`src/hw/rtl/nmea_pkg.sv`:
```
package nmea_pkg;

  localparam int MAX_FIELD_CHARS = 16;
  localparam int CPOS_W          = $clog2(MAX_FIELD_CHARS + 1);

  // commands
  localparam logic [1:0] CMD_START = 2'd0;
  localparam logic [1:0] CMD_BYTE  = 2'd1;
  localparam logic [1:0] CMD_TICK  = 2'd2;

  // result kinds
  localparam logic KIND_CHAR = 1'b0;
  localparam logic KIND_DONE = 1'b1;

  // field ids
  localparam logic [2:0] FID_UTC   = 3'd0;
  localparam logic [2:0] FID_LAT   = 3'd1;
  localparam logic [2:0] FID_NS    = 3'd2;
  localparam logic [2:0] FID_LON   = 3'd3;
  localparam logic [2:0] FID_EW    = 3'd4;
  localparam logic [2:0] FID_FIX   = 3'd5;
  localparam logic [2:0] FID_SATS  = 3'd6;
  localparam logic [2:0] FID_SPEED = 3'd7;

  // configuration register indexes
  localparam int         CFG_IDX_W        = 1;
  localparam int         CFG_DATA_W       = 16;
  localparam logic [0:0] CFG_IDLE_TIMEOUT = 1'b0;
  localparam logic [0:0] CFG_MAX_ATTEMPTS = 1'b1;

  localparam logic [15:0] IDLE_TIMEOUT_RST = 16'd1000;
  localparam logic [7:0]  MAX_ATTEMPTS_RST = 8'd25;

  localparam logic [7:0] CH_DOLLAR = 8'h24;
  localparam logic [7:0] CH_COMMA  = 8'h2C;
  localparam logic [7:0] CH_ZERO   = 8'h30;
  localparam logic [7:0] CH_G      = 8'h47;
  localparam logic [7:0] CH_P      = 8'h50;
  localparam logic [7:0] CH_A      = 8'h41;
  localparam logic [7:0] CH_V      = 8'h56;
  localparam logic [7:0] CH_T      = 8'h54;

  typedef struct packed {
    logic [1:0] command;
    logic [7:0] rx_byte;
  } in_item_t;

  typedef struct packed {
    logic       kind;
    logic [2:0] field_id;
    logic [3:0] char_index;
    logic [7:0] char_value;
    logic       success;
    logic       timed_out;
  } out_item_t;

  typedef struct packed {
    logic      valid;
    out_item_t item;
  } result_t;

  // expected header character after '$': "GPGGA," or "GPVTG,"
  function automatic logic [7:0] hdr_char(input logic is_gga, input logic [2:0] pos);
    logic [7:0] c;
    case (pos)
      3'd0:    c = CH_G;
      3'd1:    c = CH_P;
      3'd2:    c = is_gga ? CH_G : CH_V;
      3'd3:    c = is_gga ? CH_G : CH_T;
      3'd4:    c = is_gga ? CH_A : CH_G;
      default: c = CH_COMMA;
    endcase
    return c;
  endfunction

endpackage

```
`src/hw/rtl/nmea_gga_vtg_field_extractor_top.sv`:
```
// channel   signals                                  direction
// in        in_valid_i / in_ready_o / in_item_i      command + rx byte into block
// out       out_valid_o / out_ready_i / out_item_o   field character or finish
// cfg       cfg_we_i / cfg_idx_i / cfg_data_i        register write, no wait
//
// One request per cycle sustained while the result register is free; a request
// passes the input register, then the parser step into the result register.
// in_ready_o drops only while the input register is full and the result
// register holds an untaken result. Reset is asynchronous, active low, and
// restores the register defaults (timeout 1000 ticks, 25 attempts).
module nmea_gga_vtg_field_extractor_top (
  input  logic                            clk_i,
  input  logic                            rst_ni,
  input  logic                            cfg_we_i,
  input  logic [nmea_pkg::CFG_IDX_W-1:0]  cfg_idx_i,
  input  logic [nmea_pkg::CFG_DATA_W-1:0] cfg_data_i,
  input  logic                            in_valid_i,
  output logic                            in_ready_o,
  input  nmea_pkg::in_item_t              in_item_i,
  output logic                            out_valid_o,
  input  logic                            out_ready_i,
  output nmea_pkg::out_item_t             out_item_o
);
  import nmea_pkg::*;

  logic     stage_valid;
  in_item_t stage_item;
  logic     out_free;
  logic     advance;
  result_t  res;

  assign advance = stage_valid && out_free;

  nmea_in_reg u_in_reg (
    .clk_i      (clk_i),
    .rst_ni     (rst_ni),
    .in_valid_i (in_valid_i),
    .in_ready_o (in_ready_o),
    .in_item_i  (in_item_i),
    .advance_i  (advance),
    .valid_o    (stage_valid),
    .item_o     (stage_item)
  );

  nmea_parser u_parser (
    .clk_i      (clk_i),
    .rst_ni     (rst_ni),
    .cfg_we_i   (cfg_we_i),
    .cfg_idx_i  (cfg_idx_i),
    .cfg_data_i (cfg_data_i),
    .step_i     (advance),
    .item_i     (stage_item),
    .res_o      (res)
  );

  nmea_out_reg u_out_reg (
    .clk_i       (clk_i),
    .rst_ni      (rst_ni),
    .load_i      (advance && res.valid),
    .item_i      (res.item),
    .free_o      (out_free),
    .out_valid_o (out_valid_o),
    .out_ready_i (out_ready_i),
    .out_item_o  (out_item_o)
  );

endmodule

```
`src/hw/rtl/nmea_in_reg.sv`:
```
module nmea_in_reg (
  input  logic               clk_i,
  input  logic               rst_ni,
  input  logic               in_valid_i,
  output logic               in_ready_o,
  input  nmea_pkg::in_item_t in_item_i,
  input  logic               advance_i,
  output logic               valid_o,
  output nmea_pkg::in_item_t item_o
);
  import nmea_pkg::*;

  logic     valid_q;
  in_item_t item_q;

  assign in_ready_o = !valid_q || advance_i;
  assign valid_o    = valid_q;
  assign item_o     = item_q;

  always_ff @(posedge clk_i or negedge rst_ni) begin
    if (!rst_ni) begin
      valid_q <= 1'b0;
    end else if (in_valid_i && in_ready_o) begin
      valid_q <= 1'b1;
    end else if (advance_i) begin
      valid_q <= 1'b0;
    end
  end

  always_ff @(posedge clk_i) begin
    if (in_valid_i && in_ready_o) begin
      item_q <= in_item_i;
    end
  end

endmodule

```
`src/hw/rtl/nmea_out_reg.sv`:
```
module nmea_out_reg (
  input  logic                clk_i,
  input  logic                rst_ni,
  input  logic                load_i,
  input  nmea_pkg::out_item_t item_i,
  output logic                free_o,
  output logic                out_valid_o,
  input  logic                out_ready_i,
  output nmea_pkg::out_item_t out_item_o
);
  import nmea_pkg::*;

  logic      valid_q;
  out_item_t item_q;

  assign free_o      = !valid_q || out_ready_i;
  assign out_valid_o = valid_q;
  assign out_item_o  = item_q;

  always_ff @(posedge clk_i or negedge rst_ni) begin
    if (!rst_ni) begin
      valid_q <= 1'b0;
    end else if (load_i) begin
      valid_q <= 1'b1;
    end else if (out_ready_i) begin
      valid_q <= 1'b0;
    end
  end

  always_ff @(posedge clk_i) begin
    if (load_i) begin
      item_q <= item_i;
    end
  end

endmodule

```
`src/hw/rtl/nmea_parser.sv`:
```
module nmea_parser (
  input  logic                                clk_i,
  input  logic                                rst_ni,
  input  logic                                cfg_we_i,
  input  logic [nmea_pkg::CFG_IDX_W-1:0]      cfg_idx_i,
  input  logic [nmea_pkg::CFG_DATA_W-1:0]     cfg_data_i,
  input  logic                                step_i,
  input  nmea_pkg::in_item_t                  item_i,
  output nmea_pkg::result_t                   res_o
);
  import nmea_pkg::*;

  localparam logic [2:0] PH_SEEK_GGA  = 3'd0;
  localparam logic [2:0] PH_HDR_GGA   = 3'd1;
  localparam logic [2:0] PH_GGA_FIELD = 3'd2;
  localparam logic [2:0] PH_SEEK_VTG  = 3'd3;
  localparam logic [2:0] PH_HDR_VTG   = 3'd4;
  localparam logic [2:0] PH_VTG_SKIP  = 3'd5;
  localparam logic [2:0] PH_SPEED     = 3'd6;

  localparam logic [CPOS_W-1:0] CPOS_MAX = CPOS_W'(MAX_FIELD_CHARS);

  logic [15:0]       timeout_q;
  logic [7:0]        max_att_q;
  logic              busy_q, busy_d;
  logic [2:0]        phase_q, phase_d;
  logic [2:0]        hdr_q, hdr_d;
  logic [2:0]        fn_q, fn_d;
  logic [CPOS_W-1:0] cp_q, cp_d;
  logic [7:0]        att_q, att_d;
  logic [15:0]       idle_q, idle_d;
  logic [7:0]        fix_q, fix_d;
  logic              gga_q, gga_d;

  logic        do_end;
  logic        do_cap;
  logic [2:0]  cap_fid;
  logic [7:0]  rx;
  logic [2:0]  hp;
  logic        is_gga;
  logic        one_char;
  logic [15:0] idle_inc;
  result_t     res;

  always_comb begin
    busy_d   = busy_q;
    phase_d  = phase_q;
    hdr_d    = hdr_q;
    fn_d     = fn_q;
    cp_d     = cp_q;
    att_d    = att_q;
    idle_d   = idle_q;
    fix_d    = fix_q;
    gga_d    = gga_q;
    res      = '0;
    do_end   = 1'b0;
    do_cap   = 1'b0;
    cap_fid  = FID_UTC;
    rx       = item_i.rx_byte;
    hp       = (hdr_q < 3'd5) ? hdr_q : 3'd5;
    is_gga   = (phase_q == PH_HDR_GGA);
    one_char = (fn_q == FID_NS) || (fn_q == FID_EW) || (fn_q == FID_FIX);
    idle_inc = (idle_q != 16'hFFFF) ? idle_q + 16'd1 : idle_q;

    if (step_i) begin
      case (item_i.command)
        CMD_START: begin
          // a start while busy drops the running request silently
          busy_d = 1'b1;
          att_d  = '0;
          idle_d = '0;
          fix_d  = '0;
          gga_d  = 1'b0;
          if (max_att_q == 8'd0) begin
            busy_d         = 1'b0;
            res.valid      = 1'b1;
            res.item.kind  = KIND_DONE;
          end else begin
            att_d   = 8'd1;
            phase_d = PH_SEEK_GGA;
            hdr_d   = '0;
            fn_d    = '0;
            cp_d    = '0;
          end
        end
        CMD_BYTE: begin
          if (busy_q) begin
            idle_d = '0;
            case (phase_q)
              PH_SEEK_GGA, PH_SEEK_VTG: begin
                if (rx == CH_DOLLAR) begin
                  phase_d = (phase_q == PH_SEEK_GGA) ? PH_HDR_GGA : PH_HDR_VTG;
                  hdr_d   = '0;
                end
              end
              PH_HDR_GGA, PH_HDR_VTG: begin
                if (rx != hdr_char(is_gga, hp)) begin
                  if (is_gga) begin
                    phase_d = PH_SEEK_VTG;
                  end else begin
                    do_end = 1'b1;
                  end
                end else if (hp < 3'd5) begin
                  hdr_d = hp + 3'd1;
                end else begin
                  hdr_d   = '0;
                  fn_d    = '0;
                  cp_d    = '0;
                  phase_d = is_gga ? PH_GGA_FIELD : PH_VTG_SKIP;
                end
              end
              PH_GGA_FIELD: begin
                if (rx == CH_COMMA) begin
                  // empty fix field means no fix
                  if (fn_q == FID_FIX && cp_q == '0) begin
                    fix_d = CH_ZERO;
                  end
                  cp_d = '0;
                  if (fn_q >= FID_SATS) begin
                    gga_d   = 1'b1;
                    phase_d = PH_SEEK_VTG;
                    fn_d    = '0;
                  end else begin
                    fn_d = fn_q + 3'd1;
                  end
                end else if (!(one_char && cp_q != '0)) begin
                  if (fn_q == FID_FIX) begin
                    fix_d = rx;
                  end
                  do_cap  = 1'b1;
                  cap_fid = fn_q;
                end
              end
              PH_VTG_SKIP: begin
                if (rx == CH_COMMA) begin
                  if (fn_q >= 3'd5) begin
                    phase_d = PH_SPEED;
                    fn_d    = '0;
                    cp_d    = '0;
                  end else begin
                    fn_d = fn_q + 3'd1;
                  end
                end
              end
              PH_SPEED: begin
                if (rx == CH_COMMA) begin
                  do_end = 1'b1;
                end else begin
                  do_cap  = 1'b1;
                  cap_fid = FID_SPEED;
                end
              end
              default: begin
                phase_d = PH_SEEK_GGA;
              end
            endcase
          end
        end
        CMD_TICK: begin
          if (busy_q) begin
            idle_d = idle_inc;
            if (idle_inc >= timeout_q) begin
              busy_d             = 1'b0;
              res.valid          = 1'b1;
              res.item.kind      = KIND_DONE;
              res.item.timed_out = 1'b1;
            end
          end
        end
        default: ;
      endcase
    end

    // end of one attempt: finish or retry
    if (do_end) begin
      if (gga_q) begin
        busy_d           = 1'b0;
        res.valid        = 1'b1;
        res.item.kind    = KIND_DONE;
        res.item.success = (att_q < max_att_q) && (fix_q != CH_ZERO);
      end else if (att_q >= max_att_q) begin
        busy_d        = 1'b0;
        res.valid     = 1'b1;
        res.item.kind = KIND_DONE;
      end else begin
        att_d   = (att_q != 8'hFF) ? att_q + 8'd1 : att_q;
        phase_d = PH_SEEK_GGA;
        hdr_d   = '0;
        fn_d    = '0;
        cp_d    = '0;
      end
    end

    // characters past the buffer depth are dropped
    if (do_cap && cp_q < CPOS_MAX) begin
      cp_d                = cp_q + CPOS_W'(1);
      res.valid           = 1'b1;
      res.item.kind       = KIND_CHAR;
      res.item.field_id   = cap_fid;
      res.item.char_index = 4'(cp_q);
      res.item.char_value = rx;
    end
  end

  assign res_o = res;

  always_ff @(posedge clk_i or negedge rst_ni) begin
    if (!rst_ni) begin
      timeout_q <= IDLE_TIMEOUT_RST;
      max_att_q <= MAX_ATTEMPTS_RST;
      busy_q    <= 1'b0;
      phase_q   <= PH_SEEK_GGA;
      hdr_q     <= '0;
      fn_q      <= '0;
      cp_q      <= '0;
      att_q     <= '0;
      idle_q    <= '0;
      fix_q     <= '0;
      gga_q     <= 1'b0;
    end else begin
      if (cfg_we_i) begin
        case (cfg_idx_i)
          CFG_IDLE_TIMEOUT: timeout_q <= cfg_data_i;
          CFG_MAX_ATTEMPTS: max_att_q <= cfg_data_i[7:0];
          default: ;
        endcase
      end
      busy_q  <= busy_d;
      phase_q <= phase_d;
      hdr_q   <= hdr_d;
      fn_q    <= fn_d;
      cp_q    <= cp_d;
      att_q   <= att_d;
      idle_q  <= idle_d;
      fix_q   <= fix_d;
      gga_q   <= gga_d;
    end
  end

`ifndef SYNTH
  a_busy_fall_reports: assert property (@(posedge clk_i) disable iff (!rst_ni)
    $fell(busy_q) |-> $past(res_o.valid && res_o.item.kind == KIND_DONE))
    else $error("request closed without a finish result");

  a_busy_rise_on_start: assert property (@(posedge clk_i) disable iff (!rst_ni)
    $rose(busy_q) |-> $past(step_i && item_i.command == CMD_START))
    else $error("request opened without a start");

  a_char_needs_busy: assert property (@(posedge clk_i) disable iff (!rst_ni)
    res_o.valid && res_o.item.kind == KIND_CHAR |-> busy_q)
    else $error("character emitted outside a request");

  a_cpos_bound: assert property (@(posedge clk_i) disable iff (!rst_ni)
    cp_q <= CPOS_MAX)
    else $error("character position beyond buffer depth");
`endif

endmodule
```
`config.mk`:
```
export PLATFORM = sky130hd
export DESIGN_NAME = nmea_gga_vtg_field_extractor_top
export DESIGN_NICKNAME = d
export VERILOG_FILES = /design/src/hw/rtl/nmea_pkg.sv /design/src/hw/rtl/nmea_gga_vtg_field_extractor_top.sv /design/src/hw/rtl/nmea_in_reg.sv /design/src/hw/rtl/nmea_out_reg.sv /design/src/hw/rtl/nmea_parser.sv
export SDC_FILE = /design/constraint.sdc
export NUM_CORES = 1
export LEC_CHECK = 0
export BUFFER_PORTS_ARGS = -buffer_cell sky130_fd_sc_hd__buf_2
export CAP_MARGIN = 0
export CORE_MARGIN = 10
export CORE_UTILIZATION = 60
export DETAILED_ROUTE_END_ITERATION = 10
export PLACE_DENSITY = 0.8
export SLEW_MARGIN = 20
export SYNTH_ARGS = -nofsm -noshare
export SYNTH_HDL_FRONTEND = slang
export SYNTH_SLANG_ARGS = --single-unit
```
`constraint.sdc`:
```
create_clock -name clk_i -period 4.8 [get_ports clk_i]
set_clock_uncertainty 0.05 [all_clocks]
set_input_delay 0.96 -clock clk_i [delete_from_list [all_inputs] [get_ports clk_i]]
set_output_delay 0.96 -clock clk_i [all_outputs]
set_load 0.01 [all_outputs]
```
* Word-level counts from Yosys, hierarchy flattened
Index checks and enable logic that the tools add are counted.
Word-level totals: input port bits 32, output and inout port bits 20, register bits after elaboration 102
Operators by class: mux-type cells 132, $add $sub $neg 5, reductions and logical operators 33, equal/unequal tests 30, $lt $le $gt $ge 8, bitwise operators 1
Operators by type and width (number):
- 2-to-1 mux 3 bit | 45
- 2-to-1 mux 8 bit | 16
- 2-to-1 mux 5 bit | 14
- 2-to-1 mux 16 bit | 3
- case mux 16 bit (3 select lines) | 1
- case mux 8 bit (5 select lines) | 1
- case mux 3 bit (2 select lines) | 5
- 2-to-1 mux 1 bit | 29
- equality test 3 bit, second input constant | 6
- 2-to-1 mux 17 bit | 1
- adder 16 x 1 -> 16 bit, second input constant | 1
- equality test 8 x 6 -> 1 bit, second input constant | 2
- greater-or-equal comparator 16 bit | 1
- inequality test 16 bit, second input constant | 1
- case mux 8 bit (2 select lines) | 1
- equality test 3 x 2 -> 1 bit, second input constant | 5
- case mux 3 bit (5 select lines) | 1
- case mux 5 bit (3 select lines) | 1
- 2-to-1 mux 2 bit | 7
- case mux 5 bit (2 select lines) | 1
- case mux 3 bit (3 select lines) | 1
- adder 8 x 1 -> 8 bit, second input constant | 1
- greater-or-equal comparator 8 bit | 1
- logical NOT 8 bit | 1
- 36 further kinds | 63

* Longest topological paths before layout
depth in word-level cells 18, mapped depth 15, gate-level depth less buffers 15

* Modules after synthesis
From an unflattened synthesis, not the netlist that was laid out.
Second synthesis, totals: cells, all modules 641, area, all modules 6054.6 um^2
Modules (own cells, without submodules):
- nmea_parser | area each 5099.9 um^2, cells each 604, instances 1, sequential area each 1813.0 um^2
- nmea_out_reg | area each 588.1 um^2, cells each 21, instances 1, sequential area each 565.5 um^2
- nmea_in_reg | area each 354.1 um^2, cells each 14, instances 1, sequential area each 325.3 um^2
- nmea_gga_vtg_field_extractor_top | area each 12.5 um^2, cells each 2, instances 1, sequential area each 0.0 um^2

* Least setup slack after synthesis
OpenSTA, ideal clock, no wires.
kind register to register, start reg u_parser.idle_q[0], end reg u_out_reg.item_q, in the netlist u_out_reg.out_item_o[0] (enable), arrival time 3.878 ns, period minus slack after synthesis 4.284 ns, cell stages (with the launch flop) 16, slack 0.516 ns, data required time 4.394 ns, path through dfrtp_1 -> ha_1 -> nand2_1 -> or4_1 -> nor3_2 -> nor2_1 -> and3_1 -> xor2_1 -> ha_1 -> a21o_1 -> a21o_1 -> a21oi_1 -> o211ai_1 -> a31oi_1 -> nor2_1 -> or4_1
On the way: longest elaborated chain between the ends 12
Ends and longest elaborated chain:
- start: declaration | line nmea_parser.sv:31 | logic [15:0] idle_q, idle_d;
- start signal: assignment | line nmea_parser.sv:234 | idle_q <= idle_d;
- adder 16 x 1 -> 16 bit or inequality test 16 bit (tied branches) | line nmea_parser.sv:63 | idle_inc = (idle_q != 16'hFFFF) ? idle_q + 16'd1 : idle_q;
- 2-to-1 mux 16 bit (*) | line nmea_parser.sv:63
- greater-or-equal comparator 16 bit (*) | line nmea_parser.sv:162 | if (idle_inc >= timeout_q) begin
- 2-to-1 mux 2 bit (*) | line nmea_parser.sv:162
- 2-to-1 mux 2 bit (*) | line nmea_parser.sv:160 | if (busy_q) begin
- case mux 2 bit (2 select lines) (*) | line nmea_parser.sv:66 | case (item_i.command)
- 2-to-1 mux 2 bit (*) | line nmea_parser.sv:65 | if (step_i) begin
- 2-to-1 mux 2 bit | line nmea_parser.sv:181 | end else if (att_q >= max_att_q) begin
- 2-to-1 mux 2 bit | line nmea_parser.sv:176 | if (gga_q) begin
- 2-to-1 mux 2 bit (*) | line nmea_parser.sv:175 | if (do_end) begin
- 2-to-1 mux 17 bit (*) | line nmea_parser.sv:195 | if (do_cap && cp_q < CPOS_MAX) begin
- logical AND 1 bit (*) | line nmea_gga_vtg_field_extractor_top.sv:59 | .load_i (advance && res.valid),
- via u_out_reg.load_i | line nmea_out_reg.sv:4 | input logic load_i,
- end signal: assignment | line nmea_out_reg.sv:32 | item_q <= item_i;
- end: declaration | line nmea_out_reg.sv:14 | out_item_t item_q;
The timed path passes the listed nets; every way through them passes the cells marked *. A chain may end at the register's enable or synchronous reset.

* Worst setup path after layout
start reg u_parser.idle_q[0], end reg u_out_reg.item_q, in the netlist u_out_reg.out_item_o[1] (enable)
The elaborated chain is that of the path after synthesis.

==> results.md <==
* Drt total wl at between 10000 and 15000 µm
* Final Setup Violations at 0
* Top cells by area, synth: dfrtp_1 (26%), edfxtp_1 (14%), ha_1 (6.9%), o21ai_0 (4.5%), nand2_1 (4.4%)
* Most frequent cells in the layout: nand2_1 (72), dfrtp_1 (65), o21ai_0 (55)
* Min-Delay Path Class: register to register
* Slew HR at 0.353
* DRC at 0
* First-pass DRT Iterations at 5
* Syn Area/Cell at approximately 9.4 µm²
* Filler cell count at just under 800
* Final ANT Viol Nets at 0
* Synth async-reset ratio at 0.725
* Pre-CTS WS at 219 ps
* # IOs at 52
* Clk Latency, worst-skew pair at 390 ps
* Required @ worst endpoint at 4850 ps
* Area delta synth->final at 9.06%
* Synthesized instance count at 658
* Critical Path, Cell by Cell: ha_1 > nand2_1 > or4_1 > nor3_2 > nor2_1 > and3_1 > xor2_1 > ha_1 > a21o_1 > a21o_1 > a21oi_1 > o211ai_1 > a31oi_1 > nor2_1 > or4_4
* Final hold violation count at 0
* Clk slew on worst S/H paths at roughly 100 ps
* PortBufs at 51
* Worst vdd ir at 0.000378 V
* Max Clk Rate at ~0.23 GHz
* Core Region at 9910 µm²
* Placer Congestion at ~0.95
* Ys flop type: dfrtp_1
* Net Count, Synth at 724
* Antenna violations before repair at 0
* Crit-path max FO at 18
* Synth cell types at 73
* DRT iter0 DRCs at 494
* Design area at about 6700 µm²
* Post-route setup slack at 511 ps
* Reg2reg setup slack at 510 ps
* Total GRT Usage at 0.201
* Worst Path Arrival at 4330 ps
* Area after DPL at 6500 µm²
* CTS HTree Levels at 3
* Routed via count at 5203
* Pleak at 2.96 nW
* CP startpoint kind: register
* DR WL/cell at approximately 17 µm
* First-pass GRT wire length at 24300 µm
* Proportion of layout cells with a drive suffix above 1 at 0.167
* Placed instance count at 822
* Synth area leader: dfrtp_1
* Syn. warnings at 0
* Most common cell after layout, fill and taps aside: nand2_1
* MaxCap Viol Count at 0
* Die ar. at between 10000 and 15000 µm²
* Outcome: complete, no violations
* Final #Nets at 766
* Post-synth EDFFs at 28
* Vias per inst at 6.21
* Area occupied by multi-input gates at 3150 µm²
* Post-layout minimum cycle time at 4290 ps
* Initial Util at 0.622
* Hold-fix buffers, CTS at 0
* Slew @ Worst Pin at 971 ps
* Tcrit/Tclk final at 0.893
* Die Y at 121 µm
* HPWL Detailed at 10700 µm
* Max stage delay cell, worst path: or4_4
* Largest net degree at the start of global routing at 75
* Reg area at roughly 2700 µm²
* Clock sink total at 102
* PD cells at between 200 and 300 nW/µm²
* Sequential area share after synthesis at 0.439
* Fin Setup TNS at 0 ps
* Die width at about 120 µm
* Grt ovf at 0
* Pins Over Slew Limit at 0
* Final std cells w/o fill at approximately 840
* Largest stage delay on the critical path at 620 ps
* CTS tree: done
* CTS max path bufs at 2
* Worst setup EP type: register
* RSZ-0062 raised after global routing: false
* Top cell type's share of synthesized area at 0.264
* FF+latch count, synth at 102
* CTS root buf: clkbuf_8
* Inserted Clock Buffers at 9
* Ant diodes at 0
* WS Path Type: register to register
* Area of the mapped netlist at 6160 µm²
* Row count at 36
* Vias in the first global route at 4979
## what timing repair did
action                     CTS  global route
setup buffers                0             0
setup endpoints to repair    0            18
resized for setup            0             1
## layout make-up
class / instances / area share
Clock buffer: 11 / 0.0225
Clock inverter: 5 / 0.00950
Inverter: 46 / 0.0257
Multi-Input combinational cell: 483 / 0.469
Sequential cell: 102 / 0.402
Tap cell: 133 / 0.0248
Timing Repair Buffer: 58 / 0.0458
## critical path: cells and delay by family (launching register included)
family / cells / cell delay, ps
AND/OR/NAND/NOR: 7 / 1970
adder cells (fa/ha/maj): 2 / 540
flip-flops: 1 / 460
AO/OA/AOI/OAI: 5 / 820
XOR/XNOR: 1 / 150
## kinds of logic after synthesis
kind of cell,after synthesis,share of synthesized area
muxes,13,0.0232
AOI/OAI and AO/OA,183,0.195
and+or+nand+nor,235,0.198
DFF,102,0.439
buffers and inverters,73,0.0500
xor gates and xnor gates,17,0.0242
adders and majority gates,35,0.0707
## flip-flops by register name, summed over array words and instances, names as in the netlist
register and cells:
u_parser.phase_q 3, u_parser.cp_q 5, u_parser.fn_q 3, u_out_reg.out_item_o 18, u_parser.att_q 8, u_in_reg.valid_o 1, u_parser.timeout_q 16, u_in_reg.item_o 10
u_parser.max_att_q 8, u_parser.hdr_q 3, u_out_reg.out_valid_o 1, u_parser.fix_q 8, u_parser.gga_q 1, u_parser.idle_q 16, u_parser.busy_q 1
## cells in the mapped netlist, types with 4 or more instances
master	instances
nor2_1	52
mux2_2	10
a22o_1	4
a21oi_1	40
o211ai_1	9
o21a_1	4
nand2_1	72
nand4_1	14
a31oi_1	12
o21bai_1	4
dfstp_2	9
nand3b_1	4
clkbuf_1	21
a21o_1	9
o41ai_1	4
nor4_1	6
dfrtp_1	65
edfxtp_1	28
ha_1	34
inv_1	46
and3_1	6
o21ai_0	55
nand3_1	20
or4_1	5
o22ai_1	4
or3_1	4
nand2b_1	4
nor3_1	7
and2_1	9
a211oi_1	7
xnor2_1	11
o31ai_1	7
xor2_1	6
nor2b_1	7
## worst paths after layout
| path | from | end | depth (start not counted) |
|---|---|---|---|
| worst min register to register | u_parser.fix_q[5] | u_parser.fix_q[5] | 2 |
| min in group asynchronous | rst_ni | u_parser.fn_q[1] | 2 |
| worst max register to register | u_parser.idle_q[0] | u_out_reg.out_item_o[1] | 15 |
| worst min-delay path | u_parser.fix_q[5] | u_parser.fix_q[5] | 2 |
| max in group asynchronous | rst_ni | u_parser.att_q[0] | 2 |
| worst max-delay path | u_parser.idle_q[0] | u_out_reg.out_item_o[1] | 15 |
## per-layer routing
metal	up-vias	track usage	wire length, µm
met2	220	0.329	6940
met5	-	0	0
met4	0	0.0678	332
met3	30	0.0572	1080
met1	2481	0.250	6210
li1	2472	-	-
## power breakdown
part	total, mW	switching, mW	internal (mW)
Sequential	0.971	0.0308	0.940
Combinational	0.189	0.113	0.0759
Clock	0.583	0.308	0.275
## through the flow
step / power (mW) / util / hold WS [ps]
floorplan: 1.11 / - / 399
global placement: 1.17 / 0.656 / 415
detailed placement: 1.18 / 0.656 / 424
CTS: 1.76 / 0.678 / 447
global route: 1.82 / 0.678 / 467
finish: 1.74 / 0.678 / 448
Power figures use the tool's default switching activity.
